`config.mk`:
```
export PLATFORM = sky130hd
export DESIGN_NAME = frame_timer_with_fps_meter
export DESIGN_NICKNAME = d
export VERILOG_FILES = /design/src/ftfps_pkg.sv /design/src/frame_timer_with_fps_meter.sv /design/src/ftfps_smul.sv /design/src/ftfps_sdiv.sv
export SDC_FILE = /design/constraint.sdc
export NUM_CORES = 2
export LEC_CHECK = 0
export BUFFER_PORTS_ARGS = -buffer_cell sky130_fd_sc_hd__buf_2
export CORE_ASPECT_RATIO = 1.5
export CORE_MARGIN = 2
export CORE_UTILIZATION = 40
export DETAILED_ROUTE_END_ITERATION = 6
export SLEW_MARGIN = 0
export SYNTH_ARGS = -nofsm -noshare
export SYNTH_HDL_FRONTEND = slang
export SYNTH_SLANG_ARGS = --single-unit
```
`constraint.sdc`:
```
create_clock -name clk_i -period 17.2 [get_ports clk_i]
set_clock_uncertainty 0.15 [all_clocks]
set_input_delay 2.58 -clock clk_i [delete_from_list [all_inputs] [get_ports clk_i]]
set_output_delay 2.58 -clock clk_i [all_outputs]
set_load 0.05 [all_outputs]
```
`src/ftfps_pkg.sv`:
```
// ----------------------------------------------------------------------------
// Frame timer package
// Shared widths, reset values, opcodes and register indexes for the frame
// timer and its bit-serial arithmetic units.
// ----------------------------------------------------------------------------
`default_nettype none

package ftfps_pkg;

  // Defaults for the top-level parameters.
  localparam int unsigned TIME_WIDTH_DEF      = 32;
  localparam int unsigned FPS_WINDOW_MS_DEF   = 1000;
  localparam int unsigned SCALE_FRAC_BITS_DEF = 8;

  // Fixed field widths.
  localparam int unsigned FIELD_W    = 32;  // result fields, frame counts, rate
  localparam int unsigned NOW_W      = 32;  // input time source
  localparam int unsigned SCALE_W    = 16;  // time_scale, Q8.8
  localparam int unsigned STEP_W     = 16;  // step_ms
  localparam int unsigned OP_W       = 2;
  localparam int unsigned CFG_IDX_W  = 2;
  localparam int unsigned CFG_DATA_W = 16;
  localparam int unsigned IN_DATA_W  = 40;  // now_ms and active, padded to bytes
  localparam int unsigned OUT_DATA_W = 8 * FIELD_W;

  // Fraction bits of the Q8.8 scale and of the Q24.8 frame rate.
  localparam int unsigned SCALE_Q_FRAC = 8;

  // Register reset values.
  localparam int unsigned STEP_RESET  = 16;
  localparam int unsigned SCALE_RESET = 256;

  // A frame right after activation in free-running mode counts as 10 ms.
  localparam int unsigned ACT_FRAME_MS = 10;
  localparam int unsigned ACT_W        = SCALE_W + 4;

  // Frame rate numerator: frames * 1000 * 256.
  localparam int unsigned MS_PER_S  = 1000;
  localparam int unsigned FPS_NUM_W = FIELD_W + SCALE_W + SCALE_Q_FRAC;

  typedef enum logic [OP_W-1:0] {
    OP_QUERY  = 2'd0,
    OP_FRAME  = 2'd1,
    OP_ACTIVE = 2'd2
  } op_e;

  typedef enum logic [CFG_IDX_W-1:0] {
    CFG_FIXED_STEP = 2'd0,
    CFG_STEP_MS    = 2'd1,
    CFG_TIME_SCALE = 2'd2
  } cfg_idx_e;

endpackage

`default_nettype wire

```
`src/frame_timer_with_fps_meter.sv`:
```
// ----------------------------------------------------------------------------
// Frame timer with frames-per-second meter
// Throughput: one request at a time; the next request is accepted once the
//   result of the last one has been loaded into the output register. A frame
//   that updates the rate adds a multiply for the numerator and a divide. The
//   bit-serial multiplier passes (one multiplier bit per cycle) and, on a rate
//   update, the divider set how long a request takes; a result still waiting
//   in the output register holds the next one back until it is taken.
// Reset: asynchronous, active low; all time, frame and rate state clears to
//   zero, step_ms resets to 16 and time_scale to 1.0.
// ----------------------------------------------------------------------------
`default_nettype none

module frame_timer_with_fps_meter #(
  parameter int unsigned TIME_WIDTH      = ftfps_pkg::TIME_WIDTH_DEF,
  parameter int unsigned FPS_WINDOW_MS   = ftfps_pkg::FPS_WINDOW_MS_DEF,
  parameter int unsigned SCALE_FRAC_BITS = ftfps_pkg::SCALE_FRAC_BITS_DEF
) (
  input  wire logic                             clk_i,
  input  wire logic                             rst_ni,
  // Configuration write channel.
  input  wire logic                             cfg_valid_i,
  output logic                                  cfg_ready_o,
  input  wire logic [ftfps_pkg::CFG_IDX_W-1:0]  cfg_index_i,
  input  wire logic [ftfps_pkg::CFG_DATA_W-1:0] cfg_data_i,
  // Request stream.
  input  wire logic                             s_axis_tvalid_i,
  output logic                                  s_axis_tready_o,
  // tdata: now_ms[31:0], active[32], zero padding[39:33]
  input  wire logic [ftfps_pkg::IN_DATA_W-1:0]  s_axis_tdata_i,
  // tuser: op[1:0]
  input  wire logic [ftfps_pkg::OP_W-1:0]       s_axis_tuser_i,
  // Result stream.
  output logic                                  m_axis_tvalid_o,
  input  wire logic                             m_axis_tready_i,
  // tdata: cur_time[31:0], cur_time_unscaled[63:32], frame_count[95:64],
  //   last_frame_time[127:96], last_frame_unscaled[159:128],
  //   frame_start_time[191:160], fps_raw[223:192], fps_scaled[255:224]
  output logic [ftfps_pkg::OUT_DATA_W-1:0]      m_axis_tdata_o
);
  import ftfps_pkg::*;

  localparam int unsigned TW      = TIME_WIDTH;
  localparam int unsigned ACC_W   = TW + SCALE_FRAC_BITS;
  localparam int unsigned MA_W    = (TW > FIELD_W) ? TW : FIELD_W;
  localparam int unsigned MP_W    = MA_W + SCALE_W;
  localparam int unsigned PROD_W  = TW + SCALE_W;
  localparam int unsigned ALIGN_L = (SCALE_FRAC_BITS >= SCALE_Q_FRAC) ?
                                    SCALE_FRAC_BITS - SCALE_Q_FRAC : 0;
  localparam int unsigned ALIGN_R = (SCALE_FRAC_BITS < SCALE_Q_FRAC) ?
                                    SCALE_Q_FRAC - SCALE_FRAC_BITS : 0;
  localparam int unsigned EXT_W   = PROD_W + ALIGN_L;

  typedef enum logic [9:0] {
    S_IDLE      = 10'b00_0000_0001,
    S_DECODE    = 10'b00_0000_0010,
    S_DELTA     = 10'b00_0000_0100,
    S_FRAME     = 10'b00_0000_1000,
    S_NUM_START = 10'b00_0001_0000,
    S_NUM_WAIT  = 10'b00_0010_0000,
    S_DIV_WAIT  = 10'b00_0100_0000,
    S_FPS_START = 10'b00_1000_0000,
    S_FPS_WAIT  = 10'b01_0000_0000,
    S_OUT       = 10'b10_0000_0000
  } state_e;

  state_e state_q, state_d;

  // Configuration registers.
  logic              fixed_q, fixed_d;
  logic [STEP_W-1:0] step_q, step_d;
  logic [SCALE_W-1:0] scale_q, scale_d;

  // Captured request.
  logic [OP_W-1:0]  op_q, op_d;
  logic [NOW_W-1:0] now_q, now_d;
  logic             active_q, active_d;

  // Timer state.
  logic [TW-1:0]      prev_src_q, prev_src_d;
  logic [TW-1:0]      acc_plain_q, acc_plain_d;
  logic [ACC_W-1:0]   acc_scaled_q, acc_scaled_d;
  logic [TW-1:0]      start_scaled_q, start_scaled_d;
  logic [TW-1:0]      start_plain_q, start_plain_d;
  logic [TW-1:0]      len_scaled_q, len_scaled_d;
  logic [TW-1:0]      len_plain_q, len_plain_d;
  logic [FIELD_W-1:0] frames_q, frames_d;
  logic [FIELD_W-1:0] win_frames_q, win_frames_d;
  logic [TW-1:0]      win_start_q, win_start_d;
  logic [FIELD_W-1:0] fps_q, fps_d;
  logic               just_q, just_d;

  // Per-request working values.
  logic [TW-1:0]      delta_q, delta_d;
  logic [TW-1:0]      elapsed_q, elapsed_d;
  logic [FIELD_W-1:0] fps_scaled_q, fps_scaled_d;

  // Result register.
  logic                  m_valid_q, m_valid_d;
  logic [OUT_DATA_W-1:0] m_data_q, m_data_d;

  // Arithmetic units.
  logic                 mul_start, mul_done;
  logic [MA_W-1:0]      mul_a;
  logic [SCALE_W-1:0]   mul_b;
  logic [MP_W-1:0]      mul_prod;
  logic                 div_start, div_done;
  logic [FPS_NUM_W-1:0] div_num, div_quo;

  // Derived values.
  logic              frame_edge;
  logic [TW-1:0]     now_tw, adv_src, adv_delta;
  logic [PROD_W-1:0] delta_prod;
  logic [EXT_W-1:0]  delta_ext;
  logic [ACC_W-1:0]  delta_scaled;
  logic [TW-1:0]     cur_scaled, ws_eff, elapsed, act_len;
  logic [ACT_W-1:0]  act_prod;
  logic              over_window;
  logic [MP_W-1:0]   fs_full;
  logic [FIELD_W-1:0] fs_sat, quo_sat;

  ftfps_smul #(
    .A_W (MA_W),
    .B_W (SCALE_W)
  ) u_smul (
    .clk_i   (clk_i),
    .rst_ni  (rst_ni),
    .start_i (mul_start),
    .a_i     (mul_a),
    .b_i     (mul_b),
    .done_o  (mul_done),
    .prod_o  (mul_prod)
  );

  ftfps_sdiv #(
    .NUM_W (FPS_NUM_W),
    .DEN_W (TW)
  ) u_sdiv (
    .clk_i   (clk_i),
    .rst_ni  (rst_ni),
    .start_i (div_start),
    .num_i   (div_num),
    .den_i   (elapsed_q),
    .done_o  (div_done),
    .quo_o   (div_quo)
  );

  // Time advance: fixed step, activation frame or source clock difference.
  always_comb begin
    frame_edge = (op_q == OP_FRAME);
    now_tw     = TW'(now_q);
    if (fixed_q) begin
      adv_delta = frame_edge ? TW'(step_q) : '0;
      adv_src   = prev_src_q + adv_delta;
    end else begin
      adv_src = now_tw;
      if (just_q) begin
        adv_delta = frame_edge ? TW'(ACT_FRAME_MS) : '0;
      end else begin
        adv_delta = now_tw - prev_src_q;
      end
    end
  end

  // Scaled delta, realigned from Q8.8 to the accumulator's fraction bits.
  always_comb begin
    delta_prod   = PROD_W'(mul_prod);
    delta_ext    = EXT_W'(delta_prod) << ALIGN_L;
    delta_scaled = ACC_W'(delta_ext >> ALIGN_R);
  end

  // Frame bookkeeping and rate window check.
  always_comb begin
    cur_scaled  = acc_scaled_q[ACC_W-1:SCALE_FRAC_BITS];
    act_prod    = ACT_W'(ACT_FRAME_MS) * ACT_W'(scale_q);
    act_len     = TW'(act_prod >> SCALE_Q_FRAC);
    ws_eff      = (win_start_q == '0) ? cur_scaled : win_start_q;
    elapsed     = cur_scaled - ws_eff;
    over_window = (elapsed > TW'(FPS_WINDOW_MS));
  end

  // Saturation of the rate and the scaled rate to 32 bits.
  always_comb begin
    fs_full = mul_prod >> SCALE_Q_FRAC;
    fs_sat  = ((fs_full >> FIELD_W) != '0) ? '1 : FIELD_W'(fs_full);
    quo_sat = ((div_quo >> FIELD_W) != '0) ? '1 : FIELD_W'(div_quo);
    div_num = {mul_prod[FIELD_W+SCALE_W-1:0], {SCALE_Q_FRAC{1'b0}}};
  end

  // Sequencer and next-state logic.
  always_comb begin
    state_d        = state_q;
    fixed_d        = fixed_q;
    step_d         = step_q;
    scale_d        = scale_q;
    op_d           = op_q;
    now_d          = now_q;
    active_d       = active_q;
    prev_src_d     = prev_src_q;
    acc_plain_d    = acc_plain_q;
    acc_scaled_d   = acc_scaled_q;
    start_scaled_d = start_scaled_q;
    start_plain_d  = start_plain_q;
    len_scaled_d   = len_scaled_q;
    len_plain_d    = len_plain_q;
    frames_d       = frames_q;
    win_frames_d   = win_frames_q;
    win_start_d    = win_start_q;
    fps_d          = fps_q;
    just_d         = just_q;
    delta_d        = delta_q;
    elapsed_d      = elapsed_q;
    fps_scaled_d   = fps_scaled_q;
    m_data_d       = m_data_q;
    m_valid_d      = m_valid_q & ~m_axis_tready_i;
    mul_start      = 1'b0;
    mul_a          = '0;
    mul_b          = scale_q;
    div_start      = 1'b0;

    // Register writes; indexes beyond the list are dropped.
    if (cfg_valid_i) begin
      case (cfg_index_i)
        CFG_FIXED_STEP: fixed_d = cfg_data_i[0];
        CFG_STEP_MS:    step_d  = STEP_W'(cfg_data_i);
        CFG_TIME_SCALE: scale_d = SCALE_W'(cfg_data_i);
        default: ;
      endcase
    end

    case (state_q)
      S_IDLE: begin
        if (s_axis_tvalid_i) begin
          op_d     = s_axis_tuser_i;
          now_d    = s_axis_tdata_i[NOW_W-1:0];
          active_d = s_axis_tdata_i[NOW_W];
          state_d  = S_DECODE;
        end
      end
      S_DECODE: begin
        case (op_q)
          OP_QUERY, OP_FRAME: begin
            prev_src_d = adv_src;
            delta_d    = adv_delta;
            mul_start  = 1'b1;
            mul_a      = MA_W'(adv_delta);
            state_d    = S_DELTA;
          end
          OP_ACTIVE: begin
            just_d  = active_q;
            state_d = S_FPS_START;
          end
          default: state_d = S_FPS_START;
        endcase
      end
      S_DELTA: begin
        if (mul_done) begin
          acc_plain_d  = acc_plain_q + delta_q;
          acc_scaled_d = acc_scaled_q + delta_scaled;
          state_d      = frame_edge ? S_FRAME : S_FPS_START;
        end
      end
      S_FRAME: begin
        if (just_q) begin
          len_scaled_d = act_len;
          len_plain_d  = TW'(ACT_FRAME_MS);
        end else begin
          len_scaled_d = cur_scaled - start_scaled_q;
          len_plain_d  = acc_plain_q - start_plain_q;
        end
        frames_d       = frames_q + FIELD_W'(1);
        win_frames_d   = win_frames_q + FIELD_W'(1);
        just_d         = 1'b0;
        start_scaled_d = cur_scaled;
        start_plain_d  = acc_plain_q;
        elapsed_d      = elapsed;
        if (over_window) begin
          win_start_d = cur_scaled;
          state_d     = S_NUM_START;
        end else begin
          win_start_d = ws_eff;
          state_d     = S_FPS_START;
        end
      end
      S_NUM_START: begin
        // Frames in the window times 1000; the unit latches the count.
        mul_start    = 1'b1;
        mul_a        = MA_W'(win_frames_q);
        mul_b        = SCALE_W'(MS_PER_S);
        win_frames_d = '0;
        state_d      = S_NUM_WAIT;
      end
      S_NUM_WAIT: begin
        if (mul_done) begin
          div_start = 1'b1;
          state_d   = S_DIV_WAIT;
        end
      end
      S_DIV_WAIT: begin
        if (div_done) begin
          fps_d   = quo_sat;
          state_d = S_FPS_START;
        end
      end
      S_FPS_START: begin
        mul_start = 1'b1;
        mul_a     = MA_W'(fps_q);
        state_d   = S_FPS_WAIT;
      end
      S_FPS_WAIT: begin
        if (mul_done) begin
          fps_scaled_d = fs_sat;
          state_d      = S_OUT;
        end
      end
      S_OUT: begin
        if (!m_valid_q || m_axis_tready_i) begin
          m_data_d  = {fps_scaled_q, fps_q, FIELD_W'(start_scaled_q),
                       FIELD_W'(len_plain_q), FIELD_W'(len_scaled_q), frames_q,
                       FIELD_W'(acc_plain_q), FIELD_W'(cur_scaled)};
          m_valid_d = 1'b1;
          state_d   = S_IDLE;
        end
      end
      default: state_d = S_IDLE;
    endcase
  end

  // Control, configuration and timer state.
  always_ff @(posedge clk_i or negedge rst_ni) begin
    if (!rst_ni) begin
      state_q        <= S_IDLE;
      fixed_q        <= 1'b0;
      step_q         <= STEP_W'(STEP_RESET);
      scale_q        <= SCALE_W'(SCALE_RESET);
      prev_src_q     <= '0;
      acc_plain_q    <= '0;
      acc_scaled_q   <= '0;
      start_scaled_q <= '0;
      start_plain_q  <= '0;
      len_scaled_q   <= '0;
      len_plain_q    <= '0;
      frames_q       <= '0;
      win_frames_q   <= '0;
      win_start_q    <= '0;
      fps_q          <= '0;
      just_q         <= 1'b0;
      m_valid_q      <= 1'b0;
    end else begin
      state_q        <= state_d;
      fixed_q        <= fixed_d;
      step_q         <= step_d;
      scale_q        <= scale_d;
      prev_src_q     <= prev_src_d;
      acc_plain_q    <= acc_plain_d;
      acc_scaled_q   <= acc_scaled_d;
      start_scaled_q <= start_scaled_d;
      start_plain_q  <= start_plain_d;
      len_scaled_q   <= len_scaled_d;
      len_plain_q    <= len_plain_d;
      frames_q       <= frames_d;
      win_frames_q   <= win_frames_d;
      win_start_q    <= win_start_d;
      fps_q          <= fps_d;
      just_q         <= just_d;
      m_valid_q      <= m_valid_d;
    end
  end

  // Payload registers.
  always_ff @(posedge clk_i) begin
    op_q         <= op_d;
    now_q        <= now_d;
    active_q     <= active_d;
    delta_q      <= delta_d;
    elapsed_q    <= elapsed_d;
    fps_scaled_q <= fps_scaled_d;
    m_data_q     <= m_data_d;
  end

  assign cfg_ready_o     = 1'b1;
  assign s_axis_tready_o = (state_q == S_IDLE);
  assign m_axis_tvalid_o = m_valid_q;
  assign m_axis_tdata_o  = m_data_q;

endmodule

`default_nettype wire

```
`src/ftfps_smul.sv`:
```
// ----------------------------------------------------------------------------
// Bit-serial multiplier
// Shift-and-add multiplier that retires one multiplier bit per cycle. The
// product is held after done until the next start.
// ----------------------------------------------------------------------------
`default_nettype none

module ftfps_smul #(
  parameter int unsigned A_W = ftfps_pkg::FIELD_W,
  parameter int unsigned B_W = ftfps_pkg::SCALE_W
) (
  input  wire logic               clk_i,
  input  wire logic               rst_ni,
  input  wire logic               start_i,
  input  wire logic [A_W-1:0]     a_i,
  input  wire logic [B_W-1:0]     b_i,
  output logic                    done_o,
  output logic [A_W+B_W-1:0]      prod_o
);
  import ftfps_pkg::*;

  localparam int unsigned CNT_W = (B_W > 1) ? $clog2(B_W) : 1;

  logic [A_W-1:0]   a_q;
  logic [A_W-1:0]   hi_q, hi_d;
  logic [B_W-1:0]   lo_q, lo_d;
  logic [A_W:0]     sum;
  logic [CNT_W-1:0] cnt_q, cnt_d;
  logic             busy_q, busy_d;
  logic             done_q, done_d;
  logic             last;

  // One partial product per cycle, the running sum shifts right into lo.
  always_comb begin
    sum    = {1'b0, hi_q} + (lo_q[0] ? {1'b0, a_q} : '0);
    last   = (cnt_q == CNT_W'(B_W - 1));
    hi_d   = hi_q;
    lo_d   = lo_q;
    cnt_d  = cnt_q;
    busy_d = busy_q;
    done_d = 1'b0;
    if (start_i) begin
      hi_d   = '0;
      lo_d   = b_i;
      cnt_d  = '0;
      busy_d = 1'b1;
    end else if (busy_q) begin
      hi_d  = sum[A_W:1];
      lo_d  = {sum[0], lo_q[B_W-1:1]};
      cnt_d = cnt_q + CNT_W'(1);
      if (last) begin
        busy_d = 1'b0;
        done_d = 1'b1;
      end
    end
  end

  // Sequencing state.
  always_ff @(posedge clk_i or negedge rst_ni) begin
    if (!rst_ni) begin
      busy_q <= 1'b0;
      done_q <= 1'b0;
      cnt_q  <= '0;
    end else begin
      busy_q <= busy_d;
      done_q <= done_d;
      cnt_q  <= cnt_d;
    end
  end

  // Operand and product shift registers.
  always_ff @(posedge clk_i) begin
    if (start_i) begin
      a_q <= a_i;
    end
    hi_q <= hi_d;
    lo_q <= lo_d;
  end

  assign done_o = done_q;
  assign prod_o = {hi_q, lo_q};

endmodule

`default_nettype wire

```
`src/ftfps_sdiv.sv`:
```
// ----------------------------------------------------------------------------
// Bit-serial divider
// Restoring divider that produces one quotient bit per cycle, most
// significant first. The quotient is held after done until the next start.
// ----------------------------------------------------------------------------
`default_nettype none

module ftfps_sdiv #(
  parameter int unsigned NUM_W = ftfps_pkg::FPS_NUM_W,
  parameter int unsigned DEN_W = ftfps_pkg::TIME_WIDTH_DEF
) (
  input  wire logic             clk_i,
  input  wire logic             rst_ni,
  input  wire logic             start_i,
  input  wire logic [NUM_W-1:0] num_i,
  input  wire logic [DEN_W-1:0] den_i,
  output logic                  done_o,
  output logic [NUM_W-1:0]      quo_o
);
  import ftfps_pkg::*;

  localparam int unsigned CNT_W = (NUM_W > 1) ? $clog2(NUM_W) : 1;

  logic [DEN_W-1:0] den_q;
  logic [DEN_W-1:0] rem_q, rem_d;
  logic [NUM_W-1:0] quo_q, quo_d;
  logic [DEN_W:0]   trial, diff;
  logic             ge;
  logic [CNT_W-1:0] cnt_q, cnt_d;
  logic             busy_q, busy_d;
  logic             done_q, done_d;

  // Bring down one dividend bit, subtract the divisor where it fits.
  always_comb begin
    trial  = {rem_q, quo_q[NUM_W-1]};
    diff   = trial - {1'b0, den_q};
    ge     = (trial >= {1'b0, den_q});
    rem_d  = rem_q;
    quo_d  = quo_q;
    cnt_d  = cnt_q;
    busy_d = busy_q;
    done_d = 1'b0;
    if (start_i) begin
      rem_d  = '0;
      quo_d  = num_i;
      cnt_d  = '0;
      busy_d = 1'b1;
    end else if (busy_q) begin
      rem_d = ge ? diff[DEN_W-1:0] : trial[DEN_W-1:0];
      quo_d = {quo_q[NUM_W-2:0], ge};
      cnt_d = cnt_q + CNT_W'(1);
      if (cnt_q == CNT_W'(NUM_W - 1)) begin
        busy_d = 1'b0;
        done_d = 1'b1;
      end
    end
  end

  // Sequencing state.
  always_ff @(posedge clk_i or negedge rst_ni) begin
    if (!rst_ni) begin
      busy_q <= 1'b0;
      done_q <= 1'b0;
      cnt_q  <= '0;
    end else begin
      busy_q <= busy_d;
      done_q <= done_d;
      cnt_q  <= cnt_d;
    end
  end

  // Divisor, partial remainder and quotient shift register.
  always_ff @(posedge clk_i) begin
    if (start_i) begin
      den_q <= den_i;
    end
    rem_q <= rem_d;
    quo_q <= quo_d;
  end

  assign done_o = done_q;
  assign quo_o  = quo_q;

endmodule

`default_nettype wire
```
==> impl_results.md <==
* Outcome: completed
* Worst VDD drop at roughly 82 uV
* Core area at approximately 130000 sq um
* Setup violators final at 0
* R2r endpoint: win_start_q[3]
* Cts hold-fix bufs at 0
* Worst r2r src: win_start_q[27]
* Via density at between 5 and 6
* H-tree Lvls at 3
* Post-CTS setup buffer count at 0
* Antenna violations before repair at 2
* Worst-margin pin slew at 1200 ps
* Worst-Skew Late Latency at roughly 730 ps
* Hold path depth at 0
* Hold Crit Class: reg2reg
* DP Wirelength at between 100000 and 150000 um
* DRT iter0 DRCs at about 2600
* Period utilization at 0.433
* Crit Path Max Fanout at 36
* Avg WL per Cell at ~22 um
* Worst path required time at between 15000 and 20000 ps
* Port Buffer Count at roughly 320
* Post-synth top area share at 0.291
* Die W at ~300 um
* Clk pin slew, worst setup/hold paths at 70 ps
* CTS tree: done
* Final Core Density at 0.456
* Top post-synthesis cells by area: edfxtp_1, dfrtp_1, ha_1
* Setup CP Type: reg2reg
* Cts bufs inserted at 100
* Most frequent cell after synthesis: nand2_1
* IO Count at about 320
* Cell Area, Synth at between 50000 and 60000 sq um
* Crit path time final at 7450 ps
* Seq/Total Area, Yosys at 0.516
* Synth Warn # at 0
* Max Cap Violations at 0
* Layout cells sized above 1 at 0.130
* Yosys cell types at 110
* Critical Path Source Type: register
* Root Driver: clkbuf_16
* Post-synth top area cell: edfxtp_1
* All-Layer GR Usage at 0.229
* Hold Crit Start: fps_scaled_q[20]
* Final net count at ~5800
* Via count at ~40000
* Syn avg cell area at between 10 and 15 sq um
* Routed Antenna Nets at 0
* Mapped Nets at about 5500
* WL final at approximately 160000 um
* Clock Sinks at slightly above 1000
* First-pass GRT wire length at between 200000 and 250000 um
* Post-synthesis cell count at 5115
* Crit end category: register
* Core Rows at 163
* Routability-driven placement congestion ratio at 0.962
* Max FFs per register at 256
* Residual DRC at 0
* Gr ovfl total at 0
* Area Growth Syn to Fin at 13.1%
* RSZ-0062 raised after global routing: false
* R2R depth at 18
* Pin count of the biggest net entering global routing at approximately 180
* Post-synth top cells: nand2_1, edfxtp_1, dfrtp_1
* F_max at 134 MHz
* Slew Viols, Final at 0
* WHS Endpoint: m_axis_tdata_o[244]
* Initial Utilization at 0.403
* Critical path arrival at roughly 8000 ps
* Post-synth EDFFs at ~500
* First-pass detailed-route iteration total at 5
* Slew margin rel. at 0.196
* Yosys reg bits at 1006
* Number of global-route vias before repair at between 30000 and 40000
* Post-synth ARST share at 0.417
* Setup TNS at 0 ps
* Worst setup path startpoint: win_start_q[27]
* CTS Buffer Depth at 3
* Die Y at 450 um
* Leak at between 20 and 25 nW
* Top_reg_cell synth: edfxtp_1
* Pwr dens at between 80 and 90 nW/um^2
* Die Area at approximately 140000 sq um
* Final hold violations at 0
* R2r setup slk at 9750 ps
* Tot Pwr at between 5 and 6 mW
* Post-CTS sizing at 0
-- how the worst max path moves through the flow --
stage	end	cells past startpoint
6_report	win_start_q[3]	18
5_1_grt	win_start_q[1]	18
4_1_cts	win_start_q[3]	17
3_5_place_dp	win_start_q[3]	17
3_3_place_gp	win_start_q[3]	17
2_1_floorplan	m_axis_tdata_o[0]	2
-- power by group --
part | total [mW] | switching [mW] | internal [mW] | leakage [nW]
Clock | 2.32 | 0.986 | 1.34 | 1.70
Combinational | 0.218 | 0.149 | 0.0687 | 13.0
Sequential | 2.55 | 0.0214 | 2.53 | 10.2
-- layout make-up --
type	count	area (sq um)
Antenna cell	1	2.50
Clock buffer	134	2860
Clock inverter	56	624
Fill cell	12500	71700
Inverter	244	921
Multi-Input combinational cell	3672	24100
Sequential cell	1006	27400
Tap cell	1732	2170
Timing Repair Buffer	363	1970
-- cells by family after synthesis --
kind of cell             count (synthesis)  synth area share
flip-flops                            1006             0.516
adder cells (fa/ha/maj)                307            0.0736
other                                    1         0.0000706
AO/OA/AOI/OAI                         1282             0.158
AND/OR/NAND/NOR                       1696             0.154
buffers and inverters                  437            0.0315
multiplexers                           114            0.0226
XOR/XNOR                               272            0.0449
-- critical path, cell delays in order (launching register included) --
cell and delay [ps]:
dfrtp_1 440, nor4_4 390, nand4_2 410, nor2_4 840, a21o_1 220, ha_1 190, fa_1 220, nor2b_1 60
o21ai_0 260, a2bb2oi_2 270, a221o_2 310, a21oi_2 70, a2111oi_0 990, mux2i_1 450, o2111ai_1 190, or4b_1 860
nor4_4 360, buf_4 430, o221ai_1 190
-- layer usage --
layer,GRT usage,wire length (um)
met1,0.275,63100
met3,0.0239,5670
met5,0,0
met2,0.401,79400
met4,0.120,8790
-- metrics by stage --
stage / worst slack (ps) / instance area, sq um / hold slack [ps] / instances
CTS: 9890 / 60000 / 262 / 7207
detailed placement: 9950 / 56600 / 255 / 7017
floorplan: 2230 / 53100 / 250 / 5115
global placement: 10020 / 56600 / 255 / 7017
finish: 9750 / 60000 / 260 / 7208
global route: 9440 / 60000 / 274 / 7208
-- cell usage in the layout (no fill, tap or decap), types with 40 or more instances in the layout --
cell type,synthesis,final
xnor2_1,153,153
xor2_1,119,119
buf_4,1,46
nand3_1,164,163
and3_1,54,54
nand2b_1,41,40
o21ai_0,371,371
inv_1,242,239
dfrtp_1,416,413
nor3_1,86,85
clkbuf_16,0,104
dfxtp_1,72,72
buf_2,5,314
mux2_2,49,49
nor2b_1,55,54
nand4_1,40,40
a211oi_1,51,51
nor2_1,392,389
o21a_1,52,52
mux2i_1,65,65
ha_1,298,298
a21oi_1,298,298
or2_2,51,51
edfxtp_1,515,515
nand2_1,592,590
a21o_1,125,125
a31oi_1,42,42
and2_1,72,69
Power figures use the tool's default switching activity.
